[src/ibc_ram.sv]
module ibc_ram #(
  parameter int WIDTH = 16,
  parameter int DEPTH = 256
) (
  input  logic                     clk,
  input  logic                     we,
  input  logic [$clog2(DEPTH)-1:0] waddr,
  input  logic [WIDTH-1:0]         wdata,
  input  logic [$clog2(DEPTH)-1:0] raddr,
  output logic [WIDTH-1:0]         rdata
);

  logic [WIDTH-1:0] mem [DEPTH];

  always_ff @(posedge clk) begin
    if (we) begin
      mem[waddr] <= wdata;
    end
    rdata <= mem[raddr];
  end

endmodule

[config.mk]
export PLATFORM = sky130hd
export DESIGN_NAME = ibc_ram
export DESIGN_NICKNAME = d
export VERILOG_FILES = /design/src/ibc_ram.sv
export SDC_FILE = /design/constraint.sdc
export NUM_CORES = 2
export LEC_CHECK = 0
export BUFFER_PORTS_ARGS = -buffer_cell sky130_fd_sc_hd__buf_4
export CELL_PAD_IN_SITES_DETAIL_PLACEMENT = 0
export CELL_PAD_IN_SITES_GLOBAL_PLACEMENT = 1
export CORE_AREA = 2 2 618 620
export DETAILED_ROUTE_END_ITERATION = 8
export DIE_AREA = 0 0 620 622
export GPL_TIMING_DRIVEN = 0
export PLACE_DENSITY_LB_ADDON = 0.1
export SYNTH_ARGS = -nofsm -noshare
export SYNTH_HDL_FRONTEND = slang
export SYNTH_SLANG_ARGS = --single-unit
[constraint.sdc]
create_clock -name clk -period 3.5 [get_ports clk]
set_clock_uncertainty 0.2 [all_clocks]
set_input_delay 0.525 -clock clk [delete_from_list [all_inputs] [get_ports clk]]
set_output_delay 0.525 -clock clk [all_outputs]
set_load 0.05 [all_outputs]
==> impl_metrics.tcl <==
set metrics [dict create \
    r2r_end "rdata[11]" \
    fin_nets 8195 \
    synthTopCellsByArea "edfxtp_1 77%, mux4_2 11%, mux2i_1 3.6%, o221ai_1 1.4%, nor2_1 0.72%" \
    io_buffers 39 \
    rsz0062_at_grt "yes" \
    cell_internal_pwr_uw 82200 \
    synth-simple-area-share_pct 1.57 \
    p_seq_share_pct 51.1 \
    root_buffer "clkbuf_16" \
    power_uw 106000 \
    timing.fmax_mhz 272 \
    slew_violations 0 \
    synth_top_cell_area_share_pct 77.5 \
    critPathArrivalTime_ns 4.33 \
    dp_slack_ns -3.90 \
    violations "negative setup slack" \
    leakagePower_uw 0.0593 \
    fin_ws_ns -0.174 \
    r2r_slack_ns 0.39 \
    min_path_cells 2 \
    cp-start-kind "primary input" \
    cts_tree "done" \
    reg2reg_depth 6 \
    synthMuxAreaShare_pct 15.5 \
    htreeDepth 5 \
    die-height_um 622 \
    timing.final.crit_period_ns 3.67 \
    syn_nets 7394 \
    grt.total_usage_pct 27.7 \
    vias 83200 \
    cts.path.max_buffers 4 \
    yosys_warnings 0 \
    status "finished, violations left" \
    routed_wl_mm 540 \
    reg2reg_from "mem[130][11]" \
    cp.required_ns 4.16 \
    nFillCells 30700 \
    syn_area_per_cell_um2 21.6 \
    syn_to_final_growth_pct 18.0 \
    grt_pass1_wl_mm 718 \
    switching_share_pct 22.7 \
    synth_area_um2 159000 \
    cts_num_sinks 4112 \
    clk_latency_ns 1.03 \
    combPwrFrac_pct 6.2 \
    cp_max_fo 10 \
    synth_top_cell_by_area "edfxtp_1" \
    async_reset_ff_share_pct 0 \
    slew_headroom_pct 20.3 \
    switchingPower_uw 24200 \
    syn_inst 7360 \
    multi_input_area_um2 34800 \
    wl_per_cell_um 39.8 \
    ys_seq_elements 4112 \
    p_clk_share_pct 42.7 \
    antenna_left 0 \
    clkTransAtPathRegs_ns 0.06 \
    synth_edf_count 4096 \
    grt_max_degree 141 \
    hold_start "wdata[4]" \
    numCtsBuffers 439 \
    finish.instance_area_um2 187000 \
    synth-xor-area-share_pct 0 \
    dpl_cell_area_um2 171000 \
    synth_cell_types 52 \
    ff_latch_area_um2 123000 \
    io-pin-count 50 \
    dieArea_um2 386000 \
    tightestPinTransition_ns 1.18 \
    hold_viol 0 \
    drt-initial-drc-count 12500 \
    cap_violations 0 \
    layout-drive-gt1-share_pct 30.4 \
    synthAdderAreaFrac_pct 0 \
    synth_ff_type "edfxtp_1" \
    ir_worst_vdd_v 0.000436 \
    min_to "mem[110][4]" \
    dr.pass1.iters 8 \
    worstSetupPathType "primary input to flip-flop" \
    antenna_found_initial 54 \
    initial_core_util_pct 41.9 \
    overflow 0 \
    viasPerCell 6.14 \
    hold_ws_ns 0.114 \
    powerDensity_nw_per_um2 568 \
    core_um2 378000 \
    synth_seq_area_share_pct 77.7 \
    dp_hpwl_mm 377 \
    rows 226 \
    grt_pass1_vias 81100 \
    drc 0 \
    synth_top_family_by_area "multiplexers" \
    setup_viol 14 \
    post-route-period-util_pct 105 \
    finalWeightedCongestion 0.941 \
    hold_class "primary input to flip-flop" \
    synth_compound_area_share_pct 3.54 \
    die_w_um 620 \
    cp-end-kind "flip-flop" \
]
[timing repair]
| action | 4_1_cts | 5_1_grt |
|---|---|---|
| hold buffers | 16 | 0 |
| endpoints found under the setup margin | 24 | 15 |
| pin swaps | 14 | 11 |
| resized for setup | 384 | 36 |
| hold endpoints to repair | 957 | 0 |
| buffers inserted | 4 | 0 |
[how the worst max path moves through the flow]
stage / from / cells after the start / slack (ns) / endpoint
6_report: raddr[4] / 8 / -0.17 / rdata[3]
5_1_grt: raddr[0] / 12 / 0.02 / rdata[3]
4_1_cts: raddr[1] / 9 / -0.003 / rdata[15]
3_5_place_dp: raddr[2] / 9 / -3.90 / rdata[15]
3_3_place_gp: raddr[2] / 9 / -4.48 / rdata[1]
2_1_floorplan: waddr[3] / 6 / 0.61 / mem[235][0]
[registers in the layout (all words and copies together) (netlist names)]
signal and cells:
rdata 16, mem 4096
[power by group through the flow]
| stage | Combinational [uW] | Sequential (uW) | Clock (uW) |
|---|---|---|---|
| after floorplan | 2680 | 55500 | 0 |
| after global placement | 6030 | 55500 | 0 |
| after detailed placement | 6320 | 55400 | 0 |
| after CTS | 6610 | 54300 | 46000 |
| after global routing | 6800 | 54300 | 47800 |
| final | 6640 | 54300 | 45500 |
[worst max-delay path: stages]
cell,delay [ns]
clkbuf_2,0.42
clkbuf_2,0.64
clkdlybuf4s15_1,1.00
o221ai_1,0.64
a21oi_1,0.33
nor3_2,0.12
nor3_4,0.47
nor4_4,0.10
[synthesized netlist by cell type (4+ instances only)]
library cell	n
buf_4	26
a2111oi_0	6
buf_8	11
nand3_1	35
o21ai_0	37
o31ai_1	16
buf_2	76
a22oi_1	43
o22ai_1	148
or2_2	4
mux2_2	88
buf_1	27
nor4_1	17
mux4_2	797
a21oi_1	175
nand2_1	38
a22o_1	32
buf_12	5
buf_6	77
nand4_1	26
mux2i_1	565
a221oi_1	28
o32ai_1	20
o221ai_1	252
a31oi_1	6
clkbuf_1	230
dfxtp_1	16
nor3_1	92
nor2_1	304
edfxtp_1	4096
nor2b_1	9
and3_1	11
a211oi_1	18
[stage by stage]
stage | utilization (%) | instances | setup TNS, ns
final | 49.5 | 13600 | -1.44
after global routing | 49.5 | 13500 | 0
after CTS | 49.5 | 13500 | -0.00261
after detailed placement | 45.3 | 12700 | -698.55
after global placement | 43.7 | 12400 | -7155.88
after floorplan | - | 7360 | 0
[placed cells by master, fill, tap and decap left out, types with 16 or more instances in the layout]
master and instances:
buf_6 85, dfxtp_1 16, a22oi_1 34, a21oi_1 171
nor3_4 24, nor4_4 16, nand4_1 26, nor2_1 47
a22o_1 32, mux2i_1 565, buf_8 248, nor3_1 42
diode_2 21, mux2_2 88, a211oi_1 18, o221ai_1 227
clkbuf_16 448, edfxtp_1 4096, nor3_2 26, clkbuf_1 206
clkbuf_4 31, clkbuf_2 89, dlygate4sd3_1 16, mux4_2 797
o221ai_2 21, bufinv_16 34, o21ai_0 27, buf_12 17
buf_4 76, buf_16 62, nor2_2 256, clkinv_1 106
clkinv_2 89, o22ai_1 143, nand3_1 25, nand2_1 38
buf_2 62
[cell families after synthesis]
logic type | after synthesis
muxes | 1450
buffers and inverters | 456
DFF | 4112
and+or+nand+nor | 556
AOI/OAI and AO/OA | 786
[metal layers]
layer | vias to the layer above | global-route usage [%] | share of wire (%)
met1 | 45400 | 39.7 | 42
li1 | 33000 | - | -
met5 | - | 0 | 0.019
met3 | 684 | 6.89 | 9.6
met2 | 4068 | 42.0 | 45
met4 | 14 | 8.44 | 3.4
[final cells by class]
type                       count  share of cell area [%]
timing repair buffer         362                    3.16
multi-input combinational   2792                    18.6
inverter                       4                  0.0114
clock inverter               260                    1.22
buffer                       450                    1.63
antenna                       21                  0.0281
sequential                  4112                    65.8
clock buffer                 547                    6.19
tap                         5016                    3.35
Power figures use the tool's default switching activity.
