===== config.mk =====
export PLATFORM = sky130hd
export DESIGN_NAME = ibc_divsqrt
export DESIGN_NICKNAME = d
export VERILOG_FILES = /design/src/ibc_pkg.sv /design/src/ibc_divsqrt.sv
export SDC_FILE = /design/constraint.sdc
export NUM_CORES = 1
export LEC_CHECK = 0
export ABC_AREA = 1
export BUFFER_PORTS_ARGS = -buffer_cell sky130_fd_sc_hd__buf_2
export CORE_MARGIN = 4
export CORE_UTILIZATION = 55
export DETAILED_ROUTE_END_ITERATION = 10
export HOLD_SLACK_MARGIN = 0.15
export PLACE_DENSITY = 0.75
export SYNTH_ARGS = -nofsm -noshare
export SYNTH_HDL_FRONTEND = slang
export SYNTH_SLANG_ARGS = --single-unit

===== constraint.sdc =====
create_clock -name clk -period 14.45 [get_ports clk]
set_clock_uncertainty 0.1 [all_clocks]
set_input_delay 2.1675 -clock clk [delete_from_list [all_inputs] [get_ports clk]]
set_output_delay 2.1675 -clock clk [all_outputs]
set_load 0.05 [all_outputs]

===== src/ibc_pkg.sv =====
package ibc_pkg;

  localparam int RING_DEPTH_DEF = 256;
  localparam int DEBOUNCE_DEF   = 128;

  localparam int NORM_W = 18;
  localparam logic [NORM_W-1:0] NORM_MAX = '1;
  localparam int DB_W     = 8;
  localparam int C_W      = NORM_W + 4;   // unsaturated corrected accel
  localparam int H_W      = 17;           // corrected gyro
  localparam int SA_W     = 2 * C_W + 1;  // sum of three accel squares
  localparam int G_W      = 2 * H_W + 2;  // sum of three gyro squares
  localparam int SQ_IN_W  = 32;           // raw accel magnitude squared
  localparam int SQ_STEPS = SQ_IN_W / 2;
  localparam int M_W      = SQ_IN_W / 2;

  // 10000*S > (97*4096)^2 and 10000*S < (103*4096)^2, moved onto S.
  localparam logic [63:0] SA_LO = (64'd397312 * 64'd397312) / 64'd10000;
  localparam logic [63:0] SA_HI = (64'd421888 * 64'd421888 - 64'd1) / 64'd10000 + 64'd1;
  localparam logic [63:0] GYRO_LIM = 64'd25600;
  localparam logic [63:0] NORM_ONE = 64'd16777216;

  typedef struct packed {
    logic start;
    logic sqrt_mode;
  } ibc_cmd_t;

  typedef struct packed {
    logic busy;
    logic done;
  } ibc_stat_t;

endpackage


===== src/ibc_divsqrt.sv =====
module ibc_divsqrt #(
  parameter int DW = 43
) (
  input  logic              clk,
  input  logic              rst,
  input  ibc_pkg::ibc_cmd_t cmd,
  input  logic [DW-1:0]     num,
  input  logic [DW-1:0]     den,
  output ibc_pkg::ibc_stat_t stat,
  output logic [DW-1:0]     result
);
  import ibc_pkg::*;

  localparam int CW = $clog2(DW + 1);

  logic [DW:0]   rem, rem_sh, trial, diff;
  logic [DW-1:0] shreg, quo, dreg;
  logic [CW-1:0] cnt;
  logic          mode, busy, done, ge;

  // Restoring divide takes one quotient bit a cycle; square root one root bit.
  always_comb begin
    if (mode) begin
      rem_sh = {rem[DW-2:0], shreg[DW-1 -: 2]};
      trial  = {quo[DW-2:0], 2'b01};
    end else begin
      rem_sh = {rem[DW-1:0], shreg[DW-1]};
      trial  = {1'b0, dreg};
    end
    ge   = rem_sh >= trial;
    diff = rem_sh - trial;
  end

  always_ff @(posedge clk) begin
    if (rst) begin
      busy <= 1'b0;
      done <= 1'b0;
    end else begin
      done <= 1'b0;
      if (cmd.start) begin
        busy <= 1'b1;
        mode <= cmd.sqrt_mode;
        rem  <= '0;
        quo  <= '0;
        dreg <= den;
        if (cmd.sqrt_mode) begin
          shreg <= {num[SQ_IN_W-1:0], {(DW - SQ_IN_W){1'b0}}};
          cnt   <= CW'(SQ_STEPS);
        end else begin
          shreg <= num;
          cnt   <= CW'(DW);
        end
      end else if (busy) begin
        rem <= ge ? diff : rem_sh;
        quo <= {quo[DW-2:0], ge};
        if (mode) begin
          shreg <= shreg << 2;
        end else begin
          shreg <= shreg << 1;
        end
        cnt <= cnt - 1'b1;
        if (cnt == CW'(1)) begin
          busy <= 1'b0;
          done <= 1'b1;
        end
      end
    end
  end

  assign stat.busy = busy;
  assign stat.done = done;
  assign result    = quo;

endmodule


==> metrics.txt <==
Placer Congestion 1.02; Avg WL per Cell 15.6 µm; Rows 54; Congestion Overflow GR 0; fmax 175 MHz; WP data arrival 5.69 ns; vias in the first global route 10000; initial drt markers 1115; WS Path Type in -> reg; total track usage 25.5%; r2r endpoint rem[31]$_SDFFCE_PP0P_; die footprint 0.0247 mm²; prevailing post-synth register cell edfxtp_1; Yosys warning count 0; Netlist Area Pre-Place 0.0122 mm²; share of the yosys chip area belonging to registers 44.2%; first-pass GRT wire length 50.4 mm; Vias 10500; pwr/cell area 124 mW/mm²; Bufs and invs on worst path 6; Final Max Slew Viols 0; setup_tns 0 ns; clock sink count 181; Clock H-tree levels 4; Port Buffers 134; type of the tightest min-delay check reg -> reg; TritonCTS clock tree built; critical path peak fanout 78; most used cell, CP buf_4; worst skew pair latency 0.44 ns; number of max-cap violations 0; r2r setup slk 9.21 ns; Root Buffer clkbuf_16; Worst Hold Depth 2; crit-path leading delay family buffers and inverters; die width 157 µm; # IOs 135; postcts setup bufs 0; largest net degree at the start of global routing 92; Final Hold Violating Endpoints 0; Yosys top cell by area edfxtp_1; Critical Path Max Stage Delay 0.97 ns; Syn Inst Count 1572; multi-input logic area 0.00546 mm²; Netlist cell types 43; Layout Nets 1811; DR pass1 iterations 6; clk buf depth 2; DR vias/cell 5.32; Setup crit start kind primary input; hold path start busy$_SDFF_PP0_; post-detailed-route count of antenna-violating nets 0; R2R Path Start mode$_DFFE_PP_; share of the synthesized area in the top cell type 43.9%; syn nets 1709; Remaining DRCs 0; RSZ-0062 raised after global routing false; Ant. Diodes 0; CTS clock-pin slew for the worst setup and hold paths 0.07 ns; HPWL Detailed 22.4 mm; # hold bufs at CTS 0; EDFF count, synth 179; initial antenna violation count 0; Reg2Reg Depth 19; register area 0.00542 mm²; worst-path cell chain buf_2, buf_4, inv_2, buf_4, a21oi_4, buf_4, buf_4; Area Overhead vs Synth 11.7%; ys async rst share 0%; Worst Hold Endpoint done$_SDFF_PP0_; DRT Wirelength 30.7 mm; Final Cycle Share 39.6%; CTS buffer count 17; Die Height 157 µm; CP Data Required Time 14.42 ns; CP max stage cell a21oi_4; core area 0.0219 mm²; Resize count post-CTS 0; static leakage 6.70 nW; synth top area cells edfxtp_1 (44%), nand2_1 (12%), inv_1 (8.9%); worst slew pin tran 1.21 ns; layout cells sized above 1 14.7%; VDD IR max 0.0000732 V; Worst Setup End Kind flip-flop; fill cell count 1960; Setup Viol. Count Final 0; Avg Inst Size Synth 7.79 µm²; outcome completed; Initial Utilization 55.9%; relative slew slack 19.0%; Tmin final 5.72 ns; WHS 0.429 ns; synthesized flop and latch total 181
## routing by layer
layer	part of all wire (%)	vias up	global-route usage, %
met5	0	-	0
met4	1.8	0	7.13
met3	7.8	42	3.46
met2	44	377	39.1
met1	46	4745	38.2
li1	-	5300	-
## report_power, final
group          switching [W]  internal (W)  total (W)
registers          0.0000186      0.000635   0.000653
logic               0.000368      0.000171   0.000539
clock network       0.000221      0.000278   0.000499
total               0.000608       0.00108    0.00169
## worst min-delay path, delay by kind of cell (launching register included)
| kind | cells | cell delay [ns] |
|---|---|---|
| buf+inv | 1 | 0.11 |
| flops | 1 | 0.31 |
| simple gates | 1 | 0.07 |
## Yosys cell counts (9+ instances only)
library cell  instances
edfxtp_1            179
nor2_1              184
mux2i_1              24
buf_2                 9
clkbuf_1             36
o32ai_1               9
o221ai_1             32
ha_1                 46
o211ai_1             31
xor2_1               23
o21ai_1              16
nor2_2                9
nand2_2              12
o21bai_1              9
o21ai_0              80
nand2_1             391
or2_2                37
a21oi_1              37
inv_1               289
nand3_1              63
## cell usage in the layout (no fill, tap or decap), types with 2 or more instances in the layout
| cell type | synthesis | routed |
|---|---|---|
| a31oi_1 | 3 | 3 |
| o21ai_1 | 16 | 16 |
| nor2_1 | 184 | 183 |
| mux2i_1 | 24 | 24 |
| a21oi_2 | 4 | 4 |
| o211ai_1 | 31 | 31 |
| buf_4 | 2 | 8 |
| clkbuf_16 | 0 | 17 |
| a21oi_1 | 37 | 36 |
| bufinv_16 | 0 | 3 |
| inv_2 | 6 | 7 |
| buf_2 | 9 | 134 |
| o31ai_1 | 2 | 2 |
| xor2_1 | 23 | 23 |
| inv_8 | 0 | 4 |
| nand2_1 | 391 | 391 |
| nand3_1 | 63 | 63 |
| o21ai_0 | 80 | 80 |
| nand4_1 | 5 | 5 |
| ha_1 | 46 | 46 |
| o21bai_1 | 9 | 9 |
| nor2_4 | 1 | 2 |
| o221ai_1 | 32 | 32 |
| edfxtp_1 | 179 | 179 |
| inv_1 | 289 | 288 |
| nor3_1 | 5 | 5 |
| or2_2 | 37 | 37 |
| xnor2_1 | 2 | 2 |
| nor2_2 | 9 | 9 |
| clkinv_4 | 0 | 2 |
| inv_6 | 0 | 3 |
| nand2_2 | 12 | 12 |
| nor4_1 | 3 | 3 |
| o32ai_1 | 9 | 9 |
| dfxtp_1 | 2 | 2 |
## worst max path at each step
| stage | start | endpoint | slack [ns] | depth (start not counted) |
|---|---|---|---|---|
| 2_1_floorplan | cmd[1] | cnt[0]$_DFFE_PP_ | 4.51 | 4 |
| 3_3_place_gp | cmd[1] | rem[9]$_SDFFCE_PP0P_ | 8.33 | 7 |
| 3_5_place_dp | cmd[1] | rem[9]$_SDFFCE_PP0P_ | 8.27 | 7 |
| 4_1_cts | cmd[1] | rem[9]$_SDFFCE_PP0P_ | 8.73 | 7 |
| 5_1_grt | cmd[1] | result[8]$_SDFFCE_PP0P_ | 8.40 | 7 |
| 6_report | cmd[1] | rem[9]$_SDFFCE_PP0P_ | 8.73 | 7 |
## metrics by stage
step	cell area [µm²]	instances	worst slack [ns]	power (W)	util, %
3_5_place_dp	13100	1935	8.27	0.00119	59.7
4_1_cts	13700	1966	8.73	0.00169	62.5
3_3_place_gp	13100	1935	8.33	0.00118	59.7
6_report	13700	1966	8.73	0.00169	62.5
5_1_grt	13700	1966	8.40	0.00179	62.5
2_1_floorplan	12200	1572	4.51	0.00107	-
## registers in the layout, summed over array words and instances, names as in the netlist
signal and count:
shreg 43, result 43, rem 43, busy 1, cnt 6, mode 1
dreg 43, done 1
## cells by family (layout without fill, tap and decap cells)
| kind of cell | count (synthesis) | count (layout) | share of synthesized area, % |
|---|---|---|---|
| compound gates | 225 | 225 | 11.5 |
| mux | 24 | 24 | 1.96 |
| buf+inv | 354 | 468 | 11.3 |
| xor+xnor | 25 | 25 | 1.79 |
| simple gates | 716 | 716 | 24.4 |
| flops | 181 | 181 | 44.2 |
| fa+ha+maj | 47 | 47 | 4.86 |
## layout make-up
class / count / share of cell area, %
Multi-Input combinational cell: 1037 / 39.9
Timing Repair Buffer: 142 / 5.34
Sequential cell: 181 / 39.6
Clock inverter: 14 / 1.39
Tap cell: 280 / 2.56
Inverter: 295 / 8.09
Clock buffer: 17 / 3.11
(Power assumes the default switching activity.)
